File: config.mk
export PLATFORM = sky130hd
export DESIGN_NAME = sha256_byte_stream_hasher_unit_flat
export DESIGN_NICKNAME = d
export VERILOG_FILES = /design/src/sv/shash_pkg.sv /design/src/sv/shash_if.sv /design/src/sv/sha256_byte_stream_hasher_unit.sv /design/src/sv/shash_round.sv /design/src/flat_wrapper.sv
export SDC_FILE = /design/constraint.sdc
export NUM_CORES = 2
export LEC_CHECK = 0
export ABC_CLOCK_PERIOD_IN_PS = 31400
export BUFFER_PORTS_ARGS = -buffer_cell sky130_fd_sc_hd__buf_2
export CORE_MARGIN = 2
export CORE_UTILIZATION = 40
export DETAILED_ROUTE_END_ITERATION = 12
export MAX_ROUTING_LAYER = met4
export SYNTH_ARGS = -nofsm -noshare
export SYNTH_HDL_FRONTEND = slang
export SYNTH_HIERARCHICAL = 1
export SYNTH_SLANG_ARGS = --single-unit
File: constraint.sdc
create_clock -name clk_i -period 31.4 [get_ports clk_i]
set_clock_uncertainty 0.15 [all_clocks]
set_input_delay 1.57 -clock clk_i [delete_from_list [all_inputs] [get_ports clk_i]]
set_output_delay 1.57 -clock clk_i [all_outputs]
set_load 0.005 [all_outputs]
File: src/sv/shash_pkg.sv
// Shared types, constants and round functions for the SHA-256 byte stream hasher.
// No dependencies; the top level and the round unit import this package.
package shash_pkg;

  typedef logic [31:0] word_t;
  typedef logic [7:0][31:0] hash_t;

  // Control from the byte sequencer to the round unit
  typedef struct packed {
    logic start;
    logic init;
  } rnd_ctl_t;

  // Status back from the round unit
  typedef struct packed {
    logic busy;
    logic done;
  } rnd_sts_t;

  localparam hash_t IV = '{
    0: 32'h6a09e667, 1: 32'hbb67ae85, 2: 32'h3c6ef372, 3: 32'ha54ff53a,
    4: 32'h510e527f, 5: 32'h9b05688c, 6: 32'h1f83d9ab, 7: 32'h5be0cd19
  };

  localparam word_t ROUND_K [64] = '{
    32'h428a2f98, 32'h71374491, 32'hb5c0fbcf, 32'he9b5dba5,
    32'h3956c25b, 32'h59f111f1, 32'h923f82a4, 32'hab1c5ed5,
    32'hd807aa98, 32'h12835b01, 32'h243185be, 32'h550c7dc3,
    32'h72be5d74, 32'h80deb1fe, 32'h9bdc06a7, 32'hc19bf174,
    32'he49b69c1, 32'hefbe4786, 32'h0fc19dc6, 32'h240ca1cc,
    32'h2de92c6f, 32'h4a7484aa, 32'h5cb0a9dc, 32'h76f988da,
    32'h983e5152, 32'ha831c66d, 32'hb00327c8, 32'hbf597fc7,
    32'hc6e00bf3, 32'hd5a79147, 32'h06ca6351, 32'h14292967,
    32'h27b70a85, 32'h2e1b2138, 32'h4d2c6dfc, 32'h53380d13,
    32'h650a7354, 32'h766a0abb, 32'h81c2c92e, 32'h92722c85,
    32'ha2bfe8a1, 32'ha81a664b, 32'hc24b8b70, 32'hc76c51a3,
    32'hd192e819, 32'hd6990624, 32'hf40e3585, 32'h106aa070,
    32'h19a4c116, 32'h1e376c08, 32'h2748774c, 32'h34b0bcb5,
    32'h391c0cb3, 32'h4ed8aa4a, 32'h5b9cca4f, 32'h682e6ff3,
    32'h748f82ee, 32'h78a5636f, 32'h84c87814, 32'h8cc70208,
    32'h90befffa, 32'ha4506ceb, 32'hbef9a3f7, 32'hc67178f2
  };

  localparam logic [7:0] PAD_MARK = 8'h80;
  localparam logic [63:0] BYTE_BITS = 64'd8;

  function automatic word_t ror(input word_t x, input int unsigned n);
    ror = (x >> n) | (x << (32 - n));
  endfunction

  function automatic word_t big_sigma0(input word_t x);
    big_sigma0 = ror(x, 2) ^ ror(x, 13) ^ ror(x, 22);
  endfunction

  function automatic word_t big_sigma1(input word_t x);
    big_sigma1 = ror(x, 6) ^ ror(x, 11) ^ ror(x, 25);
  endfunction

  function automatic word_t small_sigma0(input word_t x);
    small_sigma0 = ror(x, 7) ^ ror(x, 18) ^ (x >> 3);
  endfunction

  function automatic word_t small_sigma1(input word_t x);
    small_sigma1 = ror(x, 17) ^ ror(x, 19) ^ (x >> 10);
  endfunction

endpackage

File: src/sv/shash_if.sv
// Valid/ready channel interfaces for the hasher: byte requests in, digest words out.
// Depends on nothing; used by the top level and by the testbench.
interface shash_in_if;
  logic       valid;
  logic       ready;
  logic [7:0] data_byte;
  logic       byte_valid;
  logic       end_of_message;

  modport source (output valid, data_byte, byte_valid, end_of_message, input ready);
  modport sink   (input valid, data_byte, byte_valid, end_of_message, output ready);
endinterface

interface shash_out_if;
  logic        valid;
  logic        ready;
  logic [63:0] digest_word;
  logic [1:0]  word_index;
  logic        last_word;

  modport source (output valid, digest_word, word_index, last_word, input ready);
  modport sink   (input valid, digest_word, word_index, last_word, output ready);
endinterface

File: src/sv/sha256_byte_stream_hasher_unit.sv
// SHA-256 byte stream hasher, top level: byte sequencer, block shift buffer, padding.
// Depends on shash_pkg, shash_if and shash_round.
//
// Usage: req_i takes one request per handshake: data_byte with byte_valid, and
// end_of_message on the final request of a message. A request with byte_valid low
// and end_of_message low does nothing. dig_o returns four 64-bit big-endian digest
// words (word_index 0..3, last_word on the fourth) after each end_of_message.
// A byte that does not complete a block is taken without a stall. The 64th byte
// of a block starts the shared round unit; req_i is not ready again until its
// rounds, final add and done handoff are through. On end_of_message the
// sequencer shifts padding and length bytes one per cycle (up to 64, or 72 with
// an extra block), each block followed by a compression; the first digest word
// then shows and each word leaves, one per cycle, while dig_o.ready is high.
// While digest words wait, req_i.ready stays low; a stalled receiver holds the word.
// After the fourth word the hash words return to the initial values.
// Reset clears the sequencer, fill count and bit count and loads the initial hash.
module sha256_byte_stream_hasher_unit (
  input logic         clk_i,
  input logic         rst_ni,
  shash_in_if.sink    req_i,
  shash_out_if.source dig_o
);
  import shash_pkg::*;

  typedef enum logic [4:0] {
    ST_IN    = 5'b00001,
    ST_COMP  = 5'b00010,
    ST_PAD   = 5'b00100,
    ST_PCOMP = 5'b01000,
    ST_OUT   = 5'b10000
  } shash_state_e;

  shash_state_e state_q;
  logic [5:0]   fill_q;
  logic [63:0]  bits_q;
  logic         pend_last_q;
  logic         first_q;
  logic         extra_q;
  logic [1:0]   k_q;
  logic         start_q;
  logic         init_q;
  logic [511:0] buf_q;

  rnd_ctl_t ctl;
  rnd_sts_t sts;
  hash_t    hash;

  logic [5:0] fill_nx;
  logic [2:0] len_sel;
  logic [7:0] pad_byte;
  logic       shift_en;
  logic [7:0] shift_byte;
  logic       req_acc;

  assign req_acc = req_i.valid && (state_q == ST_IN);
  assign fill_nx = fill_q + 6'd1;
  assign len_sel = 3'd7 - fill_q[2:0];

  always_comb begin
    if (first_q) begin
      pad_byte = PAD_MARK;
    end else if (fill_q[5:3] == 3'b111 && !extra_q) begin
      pad_byte = bits_q[{len_sel, 3'b000} +: 8];
    end else begin
      pad_byte = '0;
    end
    shift_en   = (req_acc && req_i.byte_valid) || (state_q == ST_PAD);
    shift_byte = (state_q == ST_PAD) ? pad_byte : req_i.data_byte;
  end

  always_ff @(posedge clk_i) begin
    if (shift_en) begin
      buf_q <= {buf_q[503:0], shift_byte};
    end
  end

  always_ff @(posedge clk_i or negedge rst_ni) begin
    if (!rst_ni) begin
      state_q     <= ST_IN;
      fill_q      <= '0;
      bits_q      <= '0;
      pend_last_q <= 1'b0;
      first_q     <= 1'b0;
      extra_q     <= 1'b0;
      k_q         <= '0;
      start_q     <= 1'b0;
      init_q      <= 1'b0;
    end else begin
      start_q <= 1'b0;
      init_q  <= 1'b0;
      case (state_q)
        ST_IN: begin
          if (req_i.valid) begin
            if (req_i.byte_valid) begin
              fill_q <= fill_nx;
              bits_q <= bits_q + BYTE_BITS;
              if (fill_q == 6'd63) begin
                start_q     <= 1'b1;
                pend_last_q <= req_i.end_of_message;
                state_q     <= ST_COMP;
              end else if (req_i.end_of_message) begin
                first_q <= 1'b1;
                extra_q <= (fill_nx[5:3] == 3'b111);
                state_q <= ST_PAD;
              end
            end else if (req_i.end_of_message) begin
              first_q <= 1'b1;
              extra_q <= (fill_q[5:3] == 3'b111);
              state_q <= ST_PAD;
            end
          end
        end
        ST_COMP: begin
          if (sts.done) begin
            if (pend_last_q) begin
              first_q <= 1'b1;
              extra_q <= 1'b0;
              state_q <= ST_PAD;
            end else begin
              state_q <= ST_IN;
            end
          end
        end
        ST_PAD: begin
          fill_q  <= fill_nx;
          first_q <= 1'b0;
          if (fill_q == 6'd63) begin
            start_q <= 1'b1;
            state_q <= ST_PCOMP;
          end
        end
        ST_PCOMP: begin
          if (sts.done) begin
            if (extra_q) begin
              // marker took the length field's room: one more block of zeros and the length
              extra_q <= 1'b0;
              state_q <= ST_PAD;
            end else begin
              k_q     <= '0;
              state_q <= ST_OUT;
            end
          end
        end
        ST_OUT: begin
          if (dig_o.ready) begin
            k_q <= k_q + 2'd1;
            if (k_q == 2'd3) begin
              init_q  <= 1'b1;
              bits_q  <= '0;
              state_q <= ST_IN;
            end
          end
        end
        default: state_q <= ST_IN;
      endcase
    end
  end

  assign ctl.start = start_q;
  assign ctl.init  = init_q;

  shash_round u_round (
    .clk_i   (clk_i),
    .rst_ni  (rst_ni),
    .ctl_i   (ctl),
    .block_i (buf_q),
    .sts_o   (sts),
    .hash_o  (hash)
  );

  assign req_i.ready       = (state_q == ST_IN);
  assign dig_o.valid       = (state_q == ST_OUT);
  assign dig_o.digest_word = {hash[{k_q, 1'b0}], hash[{k_q, 1'b1}]};
  assign dig_o.word_index  = k_q;
  assign dig_o.last_word   = (k_q == 2'd3);

endmodule

File: src/sv/shash_round.sv
// Iterative SHA-256 compression: one round per cycle over a 16-word schedule window.
// Depends on shash_pkg; holds the eight hash words.
module shash_round (
  input  logic                clk_i,
  input  logic                rst_ni,
  input  shash_pkg::rnd_ctl_t ctl_i,
  input  logic [511:0]        block_i,
  output shash_pkg::rnd_sts_t sts_o,
  output shash_pkg::hash_t    hash_o
);
  import shash_pkg::*;

  typedef enum logic [2:0] {
    RS_IDLE = 3'b001,
    RS_RUN  = 3'b010,
    RS_ADD  = 3'b100
  } rnd_state_e;

  rnd_state_e        state_q;
  logic [5:0]        rnd_q;
  logic              done_q;
  hash_t             hash_q;
  hash_t             v_q;
  logic [15:0][31:0] w_q;

  word_t t1, t2, w_new;

  always_comb begin
    t1 = v_q[7] + big_sigma1(v_q[4]) + ((v_q[4] & v_q[5]) ^ (~v_q[4] & v_q[6]))
       + ROUND_K[rnd_q] + w_q[0];
    t2 = big_sigma0(v_q[0])
       + ((v_q[0] & v_q[1]) ^ (v_q[0] & v_q[2]) ^ (v_q[1] & v_q[2]));
    w_new = small_sigma1(w_q[14]) + w_q[9] + small_sigma0(w_q[1]) + w_q[0];
  end

  always_ff @(posedge clk_i or negedge rst_ni) begin
    if (!rst_ni) begin
      state_q <= RS_IDLE;
      rnd_q   <= '0;
      done_q  <= 1'b0;
      hash_q  <= IV;
    end else begin
      done_q <= 1'b0;
      case (state_q)
        RS_IDLE: begin
          if (ctl_i.init) begin
            hash_q <= IV;
          end else if (ctl_i.start) begin
            rnd_q   <= '0;
            state_q <= RS_RUN;
          end
        end
        RS_RUN: begin
          rnd_q <= rnd_q + 6'd1;
          if (rnd_q == 6'd63) begin
            state_q <= RS_ADD;
          end
        end
        RS_ADD: begin
          for (int i = 0; i < 8; i++) begin
            hash_q[i] <= hash_q[i] + v_q[i];
          end
          done_q  <= 1'b1;
          state_q <= RS_IDLE;
        end
        default: state_q <= RS_IDLE;
      endcase
    end
  end

  // Working variables and schedule window carry no reset
  always_ff @(posedge clk_i) begin
    if (state_q == RS_IDLE && ctl_i.start && !ctl_i.init) begin
      v_q <= hash_q;
      for (int j = 0; j < 16; j++) begin
        w_q[j] <= block_i[511 - 32*j -: 32];
      end
    end else if (state_q == RS_RUN) begin
      v_q[7] <= v_q[6];
      v_q[6] <= v_q[5];
      v_q[5] <= v_q[4];
      v_q[4] <= v_q[3] + t1;
      v_q[3] <= v_q[2];
      v_q[2] <= v_q[1];
      v_q[1] <= v_q[0];
      v_q[0] <= t1 + t2;
      for (int j = 0; j < 15; j++) begin
        w_q[j] <= w_q[j+1];
      end
      w_q[15] <= w_new;
    end
  end

  assign sts_o.busy = (state_q != RS_IDLE);
  assign sts_o.done = done_q;
  assign hash_o     = hash_q;

endmodule

File: src/flat_wrapper.sv
// flat-port wrapper written by rule: the top's interface ports become plain ports
module sha256_byte_stream_hasher_unit_flat import shash_pkg::*;
  (clk_i, rst_ni, req_i_valid, req_i_data_byte, req_i_byte_valid, req_i_end_of_message, req_i_ready, dig_o_valid, dig_o_digest_word, dig_o_word_index, dig_o_last_word, dig_o_ready);
  shash_in_if req_i_i ();
  shash_out_if dig_o_i ();
  input logic clk_i;
  input logic rst_ni;
  input wire logic [$bits(req_i_i.valid)-1:0] req_i_valid;
  input wire logic [$bits(req_i_i.data_byte)-1:0] req_i_data_byte;
  input wire logic [$bits(req_i_i.byte_valid)-1:0] req_i_byte_valid;
  input wire logic [$bits(req_i_i.end_of_message)-1:0] req_i_end_of_message;
  output wire logic [$bits(req_i_i.ready)-1:0] req_i_ready;
  output wire logic [$bits(dig_o_i.valid)-1:0] dig_o_valid;
  output wire logic [$bits(dig_o_i.digest_word)-1:0] dig_o_digest_word;
  output wire logic [$bits(dig_o_i.word_index)-1:0] dig_o_word_index;
  output wire logic [$bits(dig_o_i.last_word)-1:0] dig_o_last_word;
  input wire logic [$bits(dig_o_i.ready)-1:0] dig_o_ready;
  assign req_i_i.valid = req_i_valid;
  assign req_i_i.data_byte = req_i_data_byte;
  assign req_i_i.byte_valid = req_i_byte_valid;
  assign req_i_i.end_of_message = req_i_end_of_message;
  assign req_i_ready = req_i_i.ready;
  assign dig_o_valid = dig_o_i.valid;
  assign dig_o_digest_word = dig_o_i.digest_word;
  assign dig_o_word_index = dig_o_i.word_index;
  assign dig_o_last_word = dig_o_i.last_word;
  assign dig_o_i.ready = dig_o_ready;
  sha256_byte_stream_hasher_unit u_core (.clk_i(clk_i), .rst_ni(rst_ni), .req_i(req_i_i), .dig_o(dig_o_i));
endmodule
# Word level (Yosys, flattened, before mapping)
# Memory sizes are Yosys's and may differ from the RTL's.
# Index checks and enable logic that the tools add are counted.
[word_totals]
memories = 1
rom_bits = 2048
word_cells = 226
reg_bits = 1628
output_inout_bits = 69
input_bits = 14
[op_classes]
n_addsub = 23
n_mux = 70
bitwise_logic = 28
shifts = 1
magnitude_cmp = 3
reduce_logical = 26
eq_ne = 29
[mem_list]
columns = ["name", "words", "width", "rd", "rd_ports_with_merged_regs", "wr", "line_no", "rtl"]
rows = [
  ["(name not given)", 64, 32, 1, 0, 0, "shash_round.sv:30", "+ ROUND_K[rnd_q] + w_q[0];"],
]
[op_table]
columns = ["op", "n"]
rows = [
  ["$mux 512", 2],
  ["$mux 256", 3],
  ["$add 32x32->32", 18],
  ["$pmux 256 s2", 1],
  ["$xor 32x32->32", 9],
  ["$mux 64", 4],
  ["$and 32x32->32", 5],
  ["$bmux 32 s2", 2],
  ["$mux 32", 4],
  ["$pmux 64 s2", 1],
  ["$add 64x4->64 const B", 1],
  ["$shiftx 64x7->8", 1],
  ["$mux 5", 10],
  ["$not 32->32", 1],
  ["$or 10x32->32", 1],
  ["$or 13x32->32", 1],
  ["$or 14x32->32", 1],
  ["$or 15x32->32", 1],
  ["$or 19x32->32", 1],
  ["$or 21x32->32", 1],
  ["$or 25x32->32", 1],
  ["$or 26x32->32", 1],
  ["$or 30x32->32", 1],
  ["$or 7x32->32", 1],
  ["other kinds (44)", 108],
]

# Depth between registers and ports, before layout
[logic_depth]
ltp_word = 10
depth_mapped = 37
mapped_depth_nobuf = 36

# By module
# Netlist, hierarchy kept.
[by_module_without_submodules]
columns = ["mod", "cells_per_inst", "area_per_inst_um2", "n_inst", "seq_area_each_um2"]
rows = [
  ["shash_round", 7670, 69611.8, 1, 29889.9],
  ["sha256_byte_stream_hasher_unit", 1150, 22042.4, 1, 17352.9],
]

# Worst setup path before layout
# OpenSTA, ideal clock, no wires.
[synth_timing]
path_kind = "register to register"
startpoint = "reg u_core.u_round.state_q[0]"
endpoint = "reg u_core/u_round/v_q[0] (netlist bit), enable pin"
arrival_ps = 16555
setup_time_ps = 1109
setup_slack_ps = 13586
stages_incl_launch_ff = 6
t_required_ps = 30141
synth_period_minus_slack_ps = 17814
path_buffers = 1
cell_sequence = "dfstp_2 > or3b_2 > nor3b_1 > clkbuf_1 > nor2_1 > inv_1"
[synth_between]
elab_chain_cells = 4
word_cells_on_any_way = 5
cone_classes = "eq/ne: 2; reduce/logical: 3"
[synth_lines]
columns = ["element", "line_no", "rtl"]
rows = [
  ["from (decl)", "shash_round.sv:19", "rnd_state_e state_q;"],
  ["from (signal assigned)", "shash_round.sv:38", "state_q <= RS_IDLE;"],
  ["from (signal assigned)", "shash_round.sv:50", "state_q <= RS_RUN;"],
  ["from (signal assigned)", "shash_round.sv:56", "state_q <= RS_ADD;"],
  ["$eq 3x1->1", "shash_round.sv:73", "if (state_q == RS_IDLE && ctl_i.start && !ctl_i.init) begin"],
  ["$logic_and 1x1->1 (2 in a row)", "shash_round.sv:73", ""],
  ["$reduce_bool 2->1 (no source line) *", "n/a", ""],
  ["to (signal assigned)", "shash_round.sv:74", "v_q <= hash_q;"],
  ["to (decl)", "shash_round.sv:23", "hash_t v_q;"],
]
# Mark *: on every way between the ends. The rest lies on a longest branch, timed or not.
# A chain may end at the register's enable or synchronous reset.

# Worst setup path after layout
[layout_timing]
startpoint = "reg u_core.u_round.rnd_q[1]"
endpoint = "reg u_core/u_round/v_q[31] (netlist bit), data pin"
[layout_between]
elab_chain_cells = 9
[layout_lines]
columns = ["element", "line_no", "rtl"]
rows = [
  ["from (decl)", "shash_round.sv:20", "logic [5:0] rnd_q;"],
  ["from (signal assigned)", "shash_round.sv:54", "rnd_q <= rnd_q + 6'd1;"],
  ["$not 6->7 (not written as such)", "shash_round.sv:30", ""],
  ["$mem_v2 64x32", "n/a", ""],
  ["$mux 32 (not written as such) (2 in a row)", "shash_round.sv:30", ""],
  ["$add 32x32->32 (2 in a row)", "shash_round.sv:30", ""],
  ["$add 32x32->32", "shash_round.sv:86", "v_q[0] <= t1 + t2;"],
  ["$mux 256", "shash_round.sv:78", "end else if (state_q == RS_RUN) begin"],
  ["$mux 256", "shash_round.sv:73", ""],
]
# No other way between the ends. The select of a mux whose other input is x is not followed.

==> results by stage <==
Synthesis:
- For this run, the number of Yosys warnings is 6.
- The share of flip-flops with an asynchronous set or reset is 21.2%.
- The post-synthesis cell type with the largest combined area is sky130_fd_sc_hd__edfxtp_1.
- By area the synthesized netlist is led by sky130_fd_sc_hd__edfxtp_1, sky130_fd_sc_hd__nand2_1, sky130_fd_sc_hd__dfrtp_1.
- The cell count after synthesis is 8820.
- sky130_fd_sc_hd__nand2_1 is the most common cell in the netlist.
- The post-synthesis net count is 9431.
- The top cell type by area accounts for 41.9% of the synthesized area.
- The per-instance average area after synthesis is 10.4 um2.
- In the synthesized netlist, the cells that appear most often are sky130_fd_sc_hd__nand2_1, sky130_fd_sc_hd__edfxtp_1, sky130_fd_sc_hd__a21oi_1.
- Counting flops with a built-in enable in the synthesized netlist gives 1280.
- The number of library cell types mapped by synthesis is 115.
- The primary flip-flop cell chosen by synthesis mapping is sky130_fd_sc_hd__edfxtp_1.
- In this run the cell area of the synthesized design comes to 91700 um2.
- The flip-flop and latch count after synthesis is 1625.
- The register area share after synthesis is 51.5%.

Worst setup path:
- The nature of the critical path endpoint is a register.
- The highest-delay cell along the critical path is sky130_fd_sc_hd__ha_1.
- The internal reg-to-reg setup slack is 21.70 ns.
- The worst-case reg-to-reg path depth is 34.
- STA classifies the critical path startpoint as a register.
- The kind of critical path is reg2reg.
- The worst flop-to-flop path startpoint is u_core/u_round/rnd_q[1].
- The required time of the critical path is 31.80 ns.
- In this design, the stage delay of the slowest critical-path cell is 0.68 ns.
- In this run the critical register-to-register path is captured at u_core/u_round/v_q[31].
- The critical path data arrival time is 10.10 ns.
- In this design, the critical path's most frequently occurring cell is sky130_fd_sc_hd__inv_1.
- The maximum fanout along the worst path is 21.

Worst hold path:
- The endpoint of the worst hold-timing path is u_core/buf_q[171].
- Counting instances, the worst hold path has a depth of 0.
- The worst hold path begins at u_core/buf_q[163].
- In this run the worst hold path is classified as reg2reg.

Die:
- The placeable core area is 227000 um2.
- In this run the horizontal extent of the chip is 483 um.
- The floorplan step defined a die boundary enclosing 233000 um2.
- Pin placement for this block handled 83 I/O pins.
- In this run the core area contains 175 standard-cell rows.
- Once the floorplan was initialized, standard cells occupied 40.3% of the core.
- From bottom edge to top edge, the die measures 483 um.

STA:
- Setup violations remaining at the end of the flow were counted as 0.
- The slew at the pin closest to its max-slew limit is 1.14 ns.
- The final period demand of the worst path is 9.70 ns.
- The share of the cycle needed by the critical path after routing is 30.9%.
- The max-slew violation count was 0.
- For the final routed database, the setup TNS stands at 0 ns.
- The final-report hold violation count came to 0.
- Once routing completed, OpenROAD measured the worst setup slack at 21.70 ns.
- Based on the critical path, the design can be clocked at up to 103 MHz.
- The worst pin sits at a relative slew slack of 22.9%.
- Setup repair after global routing left no endpoint under its margin.

Routing:
- In the final routed layout, each cell accounts on average for 24.3 um.
- The residual DRC count is 0.
- The via count normalized by instance count is 5.59.
- After detailed routing, the wire length on met1 is 134000 um.
- The detailed-router iteration count before antenna repair is 6.
- The number of design-rule violations left by the first detailed-router iteration is 7391.
- The highest layer touched by signal routing is met4.
- The sum of routed wire length over all layers is 290000 um.
- The total via count in the routed design is 66620.
- In the detailed route, the total length drawn on met2 is 125000 um.
- The number of routed nets with antenna violations is 0.
- Detailed routing placed a total of 22100 um of wire on met3.

Global route:
- The number of global-route vias before repair was 64222.
- Across every metal layer, demand over resource in global routing totals 25.3%.
- Global routing finished with a remaining overflow of 0.
- The number of antenna violations at the first check in global routing is 4.
- The largest net degree at the start of global routing is 214.
- The first global-routing pass estimated 429000 um of wire.

Run status:
- The flow ran to the end, and the final reports show no timing, DRC or antenna violations.

Clock network:
- After clock tree synthesis, the clock-pin slew on the worst setup and hold paths is 0.06 ns.
- Buffers inserted during clock tree synthesis total 184.
- The clock sink count is 1625.
- Buffers inserted to repair hold after CTS numbered 0.
- The tree is rooted in a sky130_fd_sc_hd__clkbuf_16.
- The later pin in the worst-skew pair is clocked with a latency of 0.85 ns.
- The number of gates resized after CTS was 0.
- The clock tree from TritonCTS is built.
- No sink is reached through more buffers than the 3 on the longest clock path.
- The post-CTS setup buffer count is 0.
- The clock tree synthesis step divided the H-tree into 4 levels.

Place:
- Before CTS, the worst setup slack after placement is 21.78 ns.
- The sum of net half-perimeters after detailed placement is 208000 um.
- The count of buffers inserted at the top-level ports is 82.
- Routability-driven placement finished with a final weighted congestion of 0.993.

Final layout:
- The post-layout utilization of the core is 44.5%.
- Cells with a size suffix above 1 make up 8.47% of the layout.
- The net count reported at finish is 9377.
- The area growth from synthesis to layout is 10.4%.

Power and ir drop:
- Summed over all cells, the static leakage comes to 41.0 nW.
- Dividing total power by cell area gives a power density of 52.1 nW/um2.
- IR analysis of the VDD net gives a maximum drop of 0.0713 mV.

Job:
- The tool flagged a number of max-cap violations equal to 0.
[routing by layer]
| layer | GRT usage, % | vias up |
|---|---|---|
| met4 | 7.51 | 0 |
| met5 | - | - |
| met1 | 36.5 | 33062 |
| li1 | - | 30698 |
| met2 | 36.2 | 2462 |
| met3 | 4.50 | 398 |
[flip-flops by register name, indices dropped and copies added, names as in the netlist]
name / cells
u_core/u_round/rnd_q: 6
u_core/init_q: 1
u_core/first_q: 1
u_core/buf_q: 512
u_core/u_round/done_q: 1
u_core/u_round/w_q: 512
u_core/dig_o.word_index: 2
u_core/u_round/state_q: 3
u_core/bits_q: 61
u_core/state_q: 5
u_core/fill_q: 6
u_core/start_q: 1
u_core/u_round/v_q: 256
u_core/u_round/hash_o: 256
u_core/pend_last_q: 1
u_core/extra_q: 1
[worst max path at each step]
stage / start / to / slack, ns / cells past startpoint
after floorplan: u_core/u_round/state_q[0] / u_core/u_round/v_q[0] / 13.59 / 5
final: u_core/u_round/rnd_q[1] / u_core/u_round/v_q[31] / 21.70 / 34
after CTS: u_core/u_round/rnd_q[1] / u_core/u_round/v_q[31] / 21.78 / 34
after global placement: u_core/u_round/rnd_q[1] / u_core/u_round/v_q[31] / 21.71 / 34
after global routing: u_core/u_round/rnd_q[1] / u_core/u_round/v_q[31] / 21.13 / 34
after detailed placement: u_core/u_round/rnd_q[1] / u_core/u_round/v_q[31] / 21.78 / 34
[area by class of cell]
type / instances / area (um2)
antenna: 2 / 5.00
inverter: 430 / 1640
timing repair buffer: 161 / 1090
clock inverter: 98 / 1200
clock buffer: 239 / 4930
fill: 21385 / 126000
multi-input combinational: 6364 / 41300
tap: 3009 / 3760
sequential: 1625 / 47300
[logic make-up (layout without fill, tap and decap cells)]
logic type	Yosys count	after routing	share of synthesized area, %
other	0	2	0
xor gates and xnor gates	603	603	5.76
muxes	140	140	2.71
buffers and inverters	831	928	3.45
DFF	1625	1625	51.5
adders and majority gates	600	600	9.79
and+or+nand+nor	3312	3312	15.0
AOI/OAI and AO/OA	1709	1709	11.7
[critical path: cells and delay by family (launching register included)]
kind / cells / cell delay, ns
adders and majority gates: 7 / 3.09
AOI/OAI and AO/OA: 11 / 3.01
buffers and inverters: 6 / 1.20
and+or+nand+nor: 7 / 1.06
xor gates and xnor gates: 3 / 0.56
DFF: 1 / 0.36
[report_power, final]
group	switching, mW	internal (mW)	total [mW]
combinational	0.262	0.105	0.368
sequential	0.118	2.60	2.71
clock	0.934	1.26	2.19
[cells in the final DEF (no fill, tap or decap), types with 138 or more instances in the layout]
cell type                   synthesis  routed
sky130_fd_sc_hd__dfrtp_1          207     202
sky130_fd_sc_hd__dfstp_2          138     138
sky130_fd_sc_hd__clkbuf_16          0     185
sky130_fd_sc_hd__xnor2_1          351     351
sky130_fd_sc_hd__o21ai_0          424     424
sky130_fd_sc_hd__a21oi_1          557     556
sky130_fd_sc_hd__nand2_1         2346    2346
sky130_fd_sc_hd__edfxtp_1        1280    1280
sky130_fd_sc_hd__a21o_1           196     195
sky130_fd_sc_hd__ha_1             401     401
sky130_fd_sc_hd__nor2_1           424     424
sky130_fd_sc_hd__inv_1            425     422
sky130_fd_sc_hd__xor2_1           252     252
sky130_fd_sc_hd__fa_1             196     196
[stage by stage]
| step | hold slack [ns] | area [um2] | total power [mW] | instances |
|---|---|---|---|---|
| 4_1_cts | 0.279 | 101000 | 5.33 | 11926 |
| 6_report | 0.271 | 101000 | 5.27 | 11928 |
| 3_5_place_dp | 0.281 | 95000 | 3.13 | 11589 |
| 2_1_floorplan | 0.276 | 91700 | 3.09 | 8820 |
| 3_3_place_gp | 0.278 | 95000 | 3.11 | 11589 |
| 5_1_grt | 0.285 | 101000 | 5.46 | 11928 |
(Power assumes the default switching activity.)
